<file path="src/rtl/rxs_pkg.sv">
// shared types for the record exchange sort block
// state encoding and the command/status groups between controller and datapath
// no dependencies
`default_nettype none

package rxs_pkg;

   // width of the record count register
   localparam int unsigned COUNT_BITS = 5;
   // record count after reset
   localparam logic [COUNT_BITS-1:0] RECORD_COUNT_RESET = 5'd16;

   typedef enum logic [3:0] {
      ST_LOAD,
      ST_START,
      ST_RD_I,
      ST_LD_I,
      ST_RD_J,
      ST_CMP,
      ST_WR_I,
      ST_EM_RD,
      ST_EM_LD
   } state_type;

   typedef struct packed {
      logic load_wr;
      logic rd_i;
      logic ld_i;
      logic rd_j;
      logic cmp;
      logic wr_i;
      logic em_rd;
      logic em_ld;
   } cmd_type;

   typedef struct packed {
      logic load_done;
      logic n_one;
      logic j_last;
      logic i_next_last;
      logic k_last;
      logic out_free;
   } status_type;

endpackage

`default_nettype wire

</file>
<file path="src/rtl/rxs_ctrl.sv">
// sequencer for load, exchange sort and emit phases
// depends on rxs_pkg for the state, command and status types
`default_nettype none

module rxs_ctrl (
   input  wire                      clock,
   input  wire                      reset,
   input  wire                      req_valid,
   output logic                     req_ready,
   input  wire rxs_pkg::status_type sts,
   output rxs_pkg::cmd_type         cmd
);
   import rxs_pkg::*;

   state_type state_ff;
   state_type state_in;

   always_ff @(posedge clock) begin
      if (reset) begin
         state_ff <= ST_LOAD;
      end else begin
         state_ff <= state_in;
      end
   end

   // next state
   always_comb begin
      state_in = state_ff;
      case (state_ff)
         ST_LOAD: begin
            if (req_valid && sts.load_done) state_in = ST_START;
         end
         ST_START: begin
            state_in = sts.n_one ? ST_EM_RD : ST_RD_I;
         end
         ST_RD_I:  state_in = ST_LD_I;
         ST_LD_I:  state_in = ST_RD_J;
         ST_RD_J:  state_in = ST_CMP;
         ST_CMP: begin
            state_in = sts.j_last ? ST_WR_I : ST_RD_J;
         end
         ST_WR_I: begin
            state_in = sts.i_next_last ? ST_EM_RD : ST_RD_I;
         end
         ST_EM_RD: begin
            if (sts.out_free) state_in = ST_EM_LD;
         end
         ST_EM_LD: begin
            state_in = sts.k_last ? ST_LOAD : ST_EM_RD;
         end
         default:  state_in = ST_LOAD;
      endcase
   end

   // outputs
   always_comb begin
      cmd       = '0;
      req_ready = 1'b0;
      case (state_ff)
         ST_LOAD: begin
            req_ready   = 1'b1;
            cmd.load_wr = req_valid;
         end
         ST_RD_I:  cmd.rd_i  = 1'b1;
         ST_LD_I:  cmd.ld_i  = 1'b1;
         ST_RD_J:  cmd.rd_j  = 1'b1;
         ST_CMP:   cmd.cmp   = 1'b1;
         ST_WR_I:  cmd.wr_i  = 1'b1;
         ST_EM_RD: cmd.em_rd = sts.out_free;
         ST_EM_LD: cmd.em_ld = 1'b1;
         default: begin
            cmd = '0;
         end
      endcase
   end

endmodule

`default_nettype wire

</file>
<file path="src/rtl/rxs_datapath.sv">
// record store, index counters, compare-swap holder and output register
// depends on rxs_pkg for the command and status types
`default_nettype none

module rxs_datapath #(
   parameter int unsigned MAX_RECORDS = 16,
   parameter int unsigned KEY_BITS    = 16,
   parameter int unsigned TAG_BITS    = 8
) (
   input  wire                                 clock,
   input  wire                                 reset,
   input  wire rxs_pkg::cmd_type               cmd,
   output rxs_pkg::status_type                 sts,
   input  wire signed [KEY_BITS-1:0]           req_year_key,
   input  wire        [TAG_BITS-1:0]           req_record_tag,
   input  wire                                 csr_valid,
   input  wire        [rxs_pkg::COUNT_BITS-1:0] csr_record_count,
   output logic                                rsp_valid,
   input  wire                                 rsp_ready,
   output logic signed [KEY_BITS-1:0]          rsp_sorted_year,
   output logic        [TAG_BITS-1:0]          rsp_sorted_tag,
   output logic                                rsp_last_record
);
   import rxs_pkg::*;

   localparam int unsigned IDX_W = $clog2(MAX_RECORDS);
   localparam int unsigned CNT_W = $clog2(MAX_RECORDS + 1);
   localparam int unsigned CMP_W = (CNT_W > COUNT_BITS) ? CNT_W : COUNT_BITS;
   localparam int unsigned REC_W = KEY_BITS + TAG_BITS;

   // key in the upper bits, tag in the lower bits
   logic [REC_W-1:0] mem [MAX_RECORDS];
   logic [REC_W-1:0] rdata_ff;

   logic [COUNT_BITS-1:0] count_ff;
   logic [CNT_W-1:0]      fill_ff, fill_in;
   logic [CNT_W-1:0]      n_ff, n_in;
   logic [IDX_W-1:0]      i_ff, i_in;
   logic [IDX_W-1:0]      j_ff, j_in;
   logic [IDX_W-1:0]      k_ff, k_in;
   logic [REC_W-1:0]      cur_ff, cur_in;
   logic                  out_valid_ff, out_valid_in;
   logic [REC_W-1:0]      out_ff;
   logic                  out_last_ff;

   logic [CNT_W-1:0] fill_plus;
   logic [CMP_W-1:0] count_ext;
   logic [CNT_W-1:0] run_len;
   logic [IDX_W-1:0] nm1;
   logic             swap;
   logic             wr_en;
   logic [IDX_W-1:0] wr_addr;
   logic [REC_W-1:0] wr_data;
   logic             rd_en;
   logic [IDX_W-1:0] rd_addr;

   // run length: zero acts as one, clamp at capacity
   always_comb begin
      count_ext = CMP_W'(count_ff);
      if (count_ext == '0) begin
         run_len = CNT_W'(1);
      end else if (count_ext > CMP_W'(MAX_RECORDS)) begin
         run_len = CNT_W'(MAX_RECORDS);
      end else begin
         run_len = CNT_W'(count_ext);
      end
   end

   assign fill_plus = fill_ff + CNT_W'(1);
   assign nm1       = IDX_W'(n_ff - CNT_W'(1));
   assign swap      = $signed(cur_ff[REC_W-1 -: KEY_BITS]) >
                      $signed(rdata_ff[REC_W-1 -: KEY_BITS]);

   assign sts.load_done   = fill_plus >= run_len;
   assign sts.n_one       = n_ff == CNT_W'(1);
   assign sts.j_last      = j_ff == nm1;
   assign sts.i_next_last = (i_ff + IDX_W'(1)) == nm1;
   assign sts.k_last      = k_ff == nm1;
   assign sts.out_free    = !out_valid_ff || rsp_ready;

   // memory port selection
   always_comb begin
      wr_en   = 1'b0;
      wr_addr = i_ff;
      wr_data = cur_ff;
      if (cmd.load_wr) begin
         wr_en   = 1'b1;
         wr_addr = fill_ff[IDX_W-1:0];
         wr_data = {req_year_key, req_record_tag};
      end else if (cmd.cmp) begin
         wr_en   = swap;
         wr_addr = j_ff;
      end else if (cmd.wr_i) begin
         wr_en   = 1'b1;
      end
      rd_en   = cmd.rd_i || cmd.rd_j || cmd.em_rd;
      rd_addr = cmd.rd_j ? j_ff : (cmd.em_rd ? k_ff : i_ff);
   end

   always_ff @(posedge clock) begin
      if (wr_en) mem[wr_addr] <= wr_data;
      if (rd_en) rdata_ff <= mem[rd_addr];
   end

   // counters and compare-swap holder
   always_comb begin
      fill_in      = fill_ff;
      n_in         = n_ff;
      i_in         = i_ff;
      j_in         = j_ff;
      k_in         = k_ff;
      cur_in       = cur_ff;
      out_valid_in = out_valid_ff && !rsp_ready;
      if (cmd.load_wr) begin
         if (sts.load_done) begin
            fill_in = '0;
            n_in    = fill_plus;
            i_in    = '0;
            k_in    = '0;
         end else begin
            fill_in = fill_plus;
         end
      end
      if (cmd.ld_i) begin
         cur_in = rdata_ff;
         j_in   = i_ff + IDX_W'(1);
      end
      if (cmd.cmp) begin
         if (swap) cur_in = rdata_ff;
         j_in = j_ff + IDX_W'(1);
      end
      if (cmd.wr_i) i_in = i_ff + IDX_W'(1);
      if (cmd.em_ld) begin
         out_valid_in = 1'b1;
         k_in         = k_ff + IDX_W'(1);
      end
   end

   always_ff @(posedge clock) begin
      if (reset) begin
         count_ff     <= RECORD_COUNT_RESET;
         fill_ff      <= '0;
         n_ff         <= CNT_W'(1);
         i_ff         <= '0;
         j_ff         <= '0;
         k_ff         <= '0;
         out_valid_ff <= 1'b0;
      end else begin
         if (csr_valid) count_ff <= csr_record_count;
         fill_ff      <= fill_in;
         n_ff         <= n_in;
         i_ff         <= i_in;
         j_ff         <= j_in;
         k_ff         <= k_in;
         out_valid_ff <= out_valid_in;
      end
   end

   always_ff @(posedge clock) begin
      cur_ff <= cur_in;
      if (cmd.em_ld) begin
         out_ff      <= rdata_ff;
         out_last_ff <= sts.k_last;
      end
   end

   assign rsp_valid       = out_valid_ff;
   assign rsp_sorted_year = out_ff[REC_W-1 -: KEY_BITS];
   assign rsp_sorted_tag  = out_ff[TAG_BITS-1:0];
   assign rsp_last_record = out_last_ff;

`ifndef SYNTHESIS
   // the fill index never reaches capacity between runs
   a_fill_below_cap: assert property (@(posedge clock) disable iff (reset)
      fill_ff < CNT_W'(MAX_RECORDS))
      else $error("fill count reached capacity");

   // a new result is only loaded when the output register is free
   a_no_overwrite: assert property (@(posedge clock) disable iff (reset)
      cmd.em_ld |-> $past(sts.out_free))
      else $error("output register overwritten");

   // every compare pairs a later entry with the held one
   a_j_after_i: assert property (@(posedge clock) disable iff (reset)
      cmd.cmp |-> (j_ff > i_ff) && (j_ff <= nm1))
      else $error("compare index out of order");

   // a run never holds more than capacity
   a_run_len: assert property (@(posedge clock) disable iff (reset)
      (n_ff != '0) && (n_ff <= CNT_W'(MAX_RECORDS)))
      else $error("run length out of range");
`endif

endmodule

`default_nettype wire

</file>
<file path="src/rtl/record_exchange_sort_by_key_top.sv">
// top level of the record exchange sort block
// instantiates rxs_ctrl and rxs_datapath, uses rxs_pkg
`default_nettype none

// usage
//   req channel: one record (signed year key, tag) per transfer; records are
//   stored until the configured record count has arrived
//   csr channel: writes the record count; zero acts as one, values above
//   MAX_RECORDS act as MAX_RECORDS; write only while the block is idle
//   rsp channel: after the run is complete the records come out ascending by
//   key, ties in exchange sort order, last_record set on the final one
// phases of a run
//   loading accepts one record per cycle; req_ready is high only while loading
//   sorting uses one memory read port and one write port with a held
//   candidate for position i
//   emitting moves each record through a registered memory read and then
//   into the output register
// reset clears the fill count, sets the record count to 16 and empties the
// output register; the record memory is not cleared
// when the receiver stalls the output register holds its record and the
// sequencer waits; loading of the next run starts while the final record
// still waits to be taken
module record_exchange_sort_by_key_top #(
   parameter int unsigned MAX_RECORDS = 16,
   parameter int unsigned KEY_BITS    = 16,
   parameter int unsigned TAG_BITS    = 8
) (
   input  wire                                  clock,
   input  wire                                  reset,
   // input records
   input  wire                                  req_valid,
   output logic                                 req_ready,
   input  wire signed [KEY_BITS-1:0]            req_year_key,
   input  wire        [TAG_BITS-1:0]            req_record_tag,
   // sorted records
   output logic                                 rsp_valid,
   input  wire                                  rsp_ready,
   output logic signed [KEY_BITS-1:0]           rsp_sorted_year,
   output logic        [TAG_BITS-1:0]           rsp_sorted_tag,
   output logic                                 rsp_last_record,
   // record count register
   input  wire                                  csr_valid,
   output logic                                 csr_ready,
   input  wire        [rxs_pkg::COUNT_BITS-1:0] csr_record_count
);
   import rxs_pkg::*;

   cmd_type    cmd;
   status_type sts;

   // register writes are always taken
   assign csr_ready = 1'b1;

   // sequencer: load, sort passes, emit
   rxs_ctrl u_ctrl (
      .clock     (clock),
      .reset     (reset),
      .req_valid (req_valid),
      .req_ready (req_ready),
      .sts       (sts),
      .cmd       (cmd)
   );

   // record memory, counters and output register
   rxs_datapath #(
      .MAX_RECORDS (MAX_RECORDS),
      .KEY_BITS    (KEY_BITS),
      .TAG_BITS    (TAG_BITS)
   ) u_datapath (
      .clock            (clock),
      .reset            (reset),
      .cmd              (cmd),
      .sts              (sts),
      .req_year_key     (req_year_key),
      .req_record_tag   (req_record_tag),
      .csr_valid        (csr_valid),
      .csr_record_count (csr_record_count),
      .rsp_valid        (rsp_valid),
      .rsp_ready        (rsp_ready),
      .rsp_sorted_year  (rsp_sorted_year),
      .rsp_sorted_tag   (rsp_sorted_tag),
      .rsp_last_record  (rsp_last_record)
   );

endmodule

`default_nettype wire

</file>
<file path="config.mk">
export PLATFORM = sky130hd
export DESIGN_NAME = record_exchange_sort_by_key_top
export DESIGN_NICKNAME = d
export VERILOG_FILES = /design/src/rtl/rxs_pkg.sv /design/src/rtl/rxs_ctrl.sv /design/src/rtl/rxs_datapath.sv /design/src/rtl/record_exchange_sort_by_key_top.sv
export SDC_FILE = /design/constraint.sdc
export NUM_CORES = 1
export LEC_CHECK = 0
export BUFFER_PORTS_ARGS = -buffer_cell sky130_fd_sc_hd__buf_2
export CORE_MARGIN = 2
export CORE_UTILIZATION = 45
export CTS_CLUSTER_DIAMETER = 50
export CTS_CLUSTER_SIZE = 10
export DETAILED_ROUTE_END_ITERATION = 8
export SKIP_CTS_REPAIR_TIMING = 1
export SLEW_MARGIN = 40
export SYNTH_ARGS = -nofsm -noshare
export SYNTH_HDL_FRONTEND = slang
export SYNTH_SLANG_ARGS = --single-unit
export TNS_END_PERCENT = 100
</file>
<file path="constraint.sdc">
create_clock -name clock -period 6.5 [get_ports clock]
set_input_delay 1.95 -clock clock [delete_from_list [all_inputs] [get_ports clock]]
set_output_delay 1.95 -clock clock [all_outputs]
set_load 0.1 [all_outputs]
</file>
==> key figures <==
Final layout
  – Layout cell share with drive strength beyond 1: 11.2%
  – Util after Layout: 51.9%
  – Layout net count: 1889
  – P&R area growth vs syn: 13.8%
  – N_diodes: 0

Clocking
  – Root Buffer Master: clkbuf_16
  – Clock tree buffer depth: 3
  – TritonCTS buffer count: 58
  – Clk slew on worst S/H paths: 0.06 ns
  – H-Tree Depth: 2
  – CTS tree: done
  – Clock sink total: 489
  – Clock latency on the worst-skew pair: 0.62 ns

Power
  – Sw frac: 25.8%
  – Seq pwr share: 50.0%
  – Clk network pwr share: 38.0%
  – P_leak: 8.31 nW
  – Internal power: 0.00573 W
  – VDD IR-drop max: 0.000229 V
  – Comb pwr share: 12.0%
  – Psw: 0.00199 W
  – Power per standard cell area: 327 nW/µm²

Placement
  – GP Congestion: 0.851
  – PortBufs: 60
  – Post-DP HPWL: 33300 µm

Critical path
  – Worst-path fanout max: 30
  – Register-to-register setup slack: 2.47 ns
  – Crit path buf inv count: 3
  – R2r startpoint: u_datapath.rdata_ff[9]
  – Critical setup path kind: in -> reg
  – WP data required: 6.98 ns
  – R2R depth: 10
  – CP endpoint kind: flop
  – Delay-heaviest family, CP: compound AO/OA/AOI/OAI gates
  – CP max-delay cell: a31oi_4
  – Critical-path cell list: buf_2, nor2b_1, o31ai_1, a31oi_4, buf_4, buf_4, nand2_1, a31oi_1, a32oi_1, nand2_1
  – Largest stage delay, worst path: 0.62 ns
  – CP Launch Type: input pin
  – Critical Path AT: 4.72 ns
  – Reg2reg end: u_datapath.mem[2][2]

Detailed routing
  – Post-DRT Antenna Nets: 0
  – Total number of vias: 14100
  – Drt total wl: 53100 µm
  – DRC viols: 0
  – DR vias/cell: 5.76
  – Drt pass-1 iters: 6
  – DR WL/cell: 21.6 µm
  – 1st-iter DRT viols: 1576

Global routing
  – Largest net degree at the start of global routing: 73
  – First-pass GRT wire length: 81000 µm
  – Vias in the first global route: 13300
  – Initial antenna violation count: 0
  – GR Util All Layers: 22.4%
  – Gr ovfl total: 0

Yosys
  – Sequential share of the synthesized area: 68.2%
  – Number of synthesis warnings: 0
  – Top cells by area, synth: edfxtp_1 (63%), nand2_1 (10%), dfxtp_1 (5.4%)
  – FF+latch count, synth: 489
  – Primary FF master, synth: edfxtp_1
  – Syn_area_per_cell: 11.6 µm²
  – Synth area leader: edfxtp_1
  – Post-synth top cells: nand2_1 (565), edfxtp_1 (433), nand3_1 (153), a31oi_1 (81), buf_2 (58)
  – Post-synth EDFFs: 433
  – Post-synthesis async set-or-reset flop share: 0%
  – Most common cell in the netlist: nand2_1
  – Distinct cells, synth: 55
  – Synth Net Count: 1852
  – Syn Inst Count: 1791
  – Post-Synthesis Cell Area: 20700 µm²
  – Post-synth top area share: 62.8%

Hold path
  – WHS Path Cells: 2
  – HP Start: u_datapath.fill_ff[4]
  – Hold EP: u_datapath.fill_ff[4]
  – Hold Crit Class: reg -> reg

Timing
  – Unrepaired setup endpoints after global routing: no
  – FMAX: 0.236 GHz
  – Setup TNS: 0 ns
  – Slew @ Worst Pin: 0.847 ns
  – Setup violations, final: 0
  – Period utilisation layout: 65.2%
  – Pins over their slew limit: 0
  – Slew headroom: 43.4%
  – Crit path time final: 4.24 ns
  – Fin. Hold Viols: 0
  – Clock Skew: 0.0347 ns

Die
  – Width of the chip: 219 µm
  – Die Ht: 219 µm
  – I/O pins: 62
  – Core Region: 45400 µm²
  – Die Footprint: 47800 µm²
  – Initial Util: 45.7%
  – Site row count: 78

Job
  – Max Cap Viol: 0

Status
  – Outcome: complete, no violations
-- metrics by stage --
step | hold WS [ns] | cells | instance area, µm² | setup WS, ns | power, W
2_1_floorplan | 0.444 | 1791 | 20700 | 0.438 | 0.00446
3_3_place_gp | 0.451 | 2356 | 21600 | 1.61 | 0.00479
3_5_place_dp | 0.461 | 2360 | 21700 | 1.66 | 0.00483
4_1_cts | 0.468 | 2447 | 23400 | 2.27 | 0.00775
5_1_grt | 0.494 | 2455 | 23600 | 2.11 | 0.00801
6_report | 0.474 | 2455 | 23600 | 2.26 | 0.00772
-- state kept, by name, indices dropped and copies added (netlist names) --
register and cells:
u_ctrl.state_ff 4, u_datapath.rdata_ff 24, u_datapath.count_ext 5, u_datapath.out_ff 24, u_datapath.cur_ff 24, u_datapath.fill_ff 5
u_datapath.rsp_valid 1, u_datapath.k_ff 4, u_datapath.mem 384, u_datapath.n_ff 5, u_datapath.j_ff 4, u_datapath.rsp_last_record 1
u_datapath.i_ff 4
-- final cells by class --
cell class	count	area [µm²]
Fill cell	3930	21800
Sequential cell	489	14100
Multi-Input combinational cell	1156	6130
Clock buffer	75	1540
Timing Repair Buffer	99	781
Tap cell	600	751
Clock inverter	12	156
Inverter	24	90.1
-- worst reg2reg max path: stages (launching register included) --
cell and delay (ns):
edfxtp_1 0.46, inv_1 0.09, ha_1 0.31, nor2b_1 0.13, o21a_1 0.11, o21ai_0 0.07, a2111oi_0 0.59, nor2_2 0.31
buf_4 0.28, a311o_2 0.57, nor2_4 0.71
-- metal layers --
| metal | track usage, % | vias to the layer above | wire, µm |
|---|---|---|---|
| met5 | 0 | - | 0 |
| met4 | 5.96 | 0 | 1130 |
| met3 | 5.47 | 80 | 5140 |
| met2 | 33.4 | 573 | 23200 |
| met1 | 32.8 | 6896 | 23600 |
| li1 | - | 6600 | - |
-- worst max-delay path by stage --
| stage | from | end | slack [ns] | cells past startpoint |
|---|---|---|---|---|
| 2_1_floorplan | u_ctrl.state_ff[2] | u_datapath.mem[0][0] | 0.44 | 7 |
| 3_3_place_gp | rsp_ready | u_datapath.rdata_ff[7] | 1.61 | 9 |
| 3_5_place_dp | req_valid | u_datapath.mem[9][23] | 1.66 | 5 |
| 4_1_cts | u_ctrl.state_ff[1] | req_ready | 2.27 | 2 |
| 5_1_grt | rsp_ready | u_datapath.rdata_ff[7] | 2.11 | 10 |
| 6_report | rsp_ready | u_datapath.rdata_ff[7] | 2.26 | 10 |
-- power by group through the flow --
stage               clock (W)  sequential (W)  combinational (W)
floorplan                   0         0.00388           0.000577
global placement            0         0.00392           0.000874
detailed placement          0         0.00392           0.000904
CTS                   0.00299         0.00386           0.000906
global route          0.00311         0.00388            0.00102
finish                0.00293         0.00386           0.000923
-- cell usage in the layout, fill, tap and decap left out, types with 6 or more instances in the layout --
| cell type | count |
|---|---|
| a21o_1 | 8 |
| a21oi_1 | 21 |
| a31oi_1 | 80 |
| a32oi_1 | 48 |
| buf_16 | 6 |
| buf_2 | 60 |
| buf_4 | 26 |
| clkbuf_1 | 15 |
| clkbuf_16 | 59 |
| dfxtp_1 | 56 |
| edfxtp_1 | 433 |
| ha_1 | 27 |
| inv_1 | 23 |
| mux2i_1 | 7 |
| nand2_1 | 564 |
| nand3_1 | 153 |
| nand4_1 | 33 |
| nor2_1 | 27 |
| nor2_4 | 18 |
| nor2b_1 | 6 |
| nor3_1 | 14 |
| o211ai_1 | 29 |
| o21a_1 | 6 |
| o21ai_0 | 18 |
| o22ai_1 | 17 |
| o31ai_1 | 6 |
| xnor2_1 | 13 |
| xor2_1 | 10 |
-- kinds of logic (layout without fill, tap and decap cells) --
logic type | after synthesis | in the layout | synth area share [%]
other | 1 | 1 | 0.0181
AOI/OAI and AO/OA | 249 | 249 | 8.33
muxes | 8 | 8 | 0.393
xor gates and xnor gates | 23 | 23 | 0.972
DFF | 489 | 489 | 68.2
adders and majority gates | 27 | 27 | 1.63
and+or+nand+nor | 848 | 848 | 17.3
buffers and inverters | 146 | 210 | 3.18
Note: power is estimated with default switching activity, not from simulation.
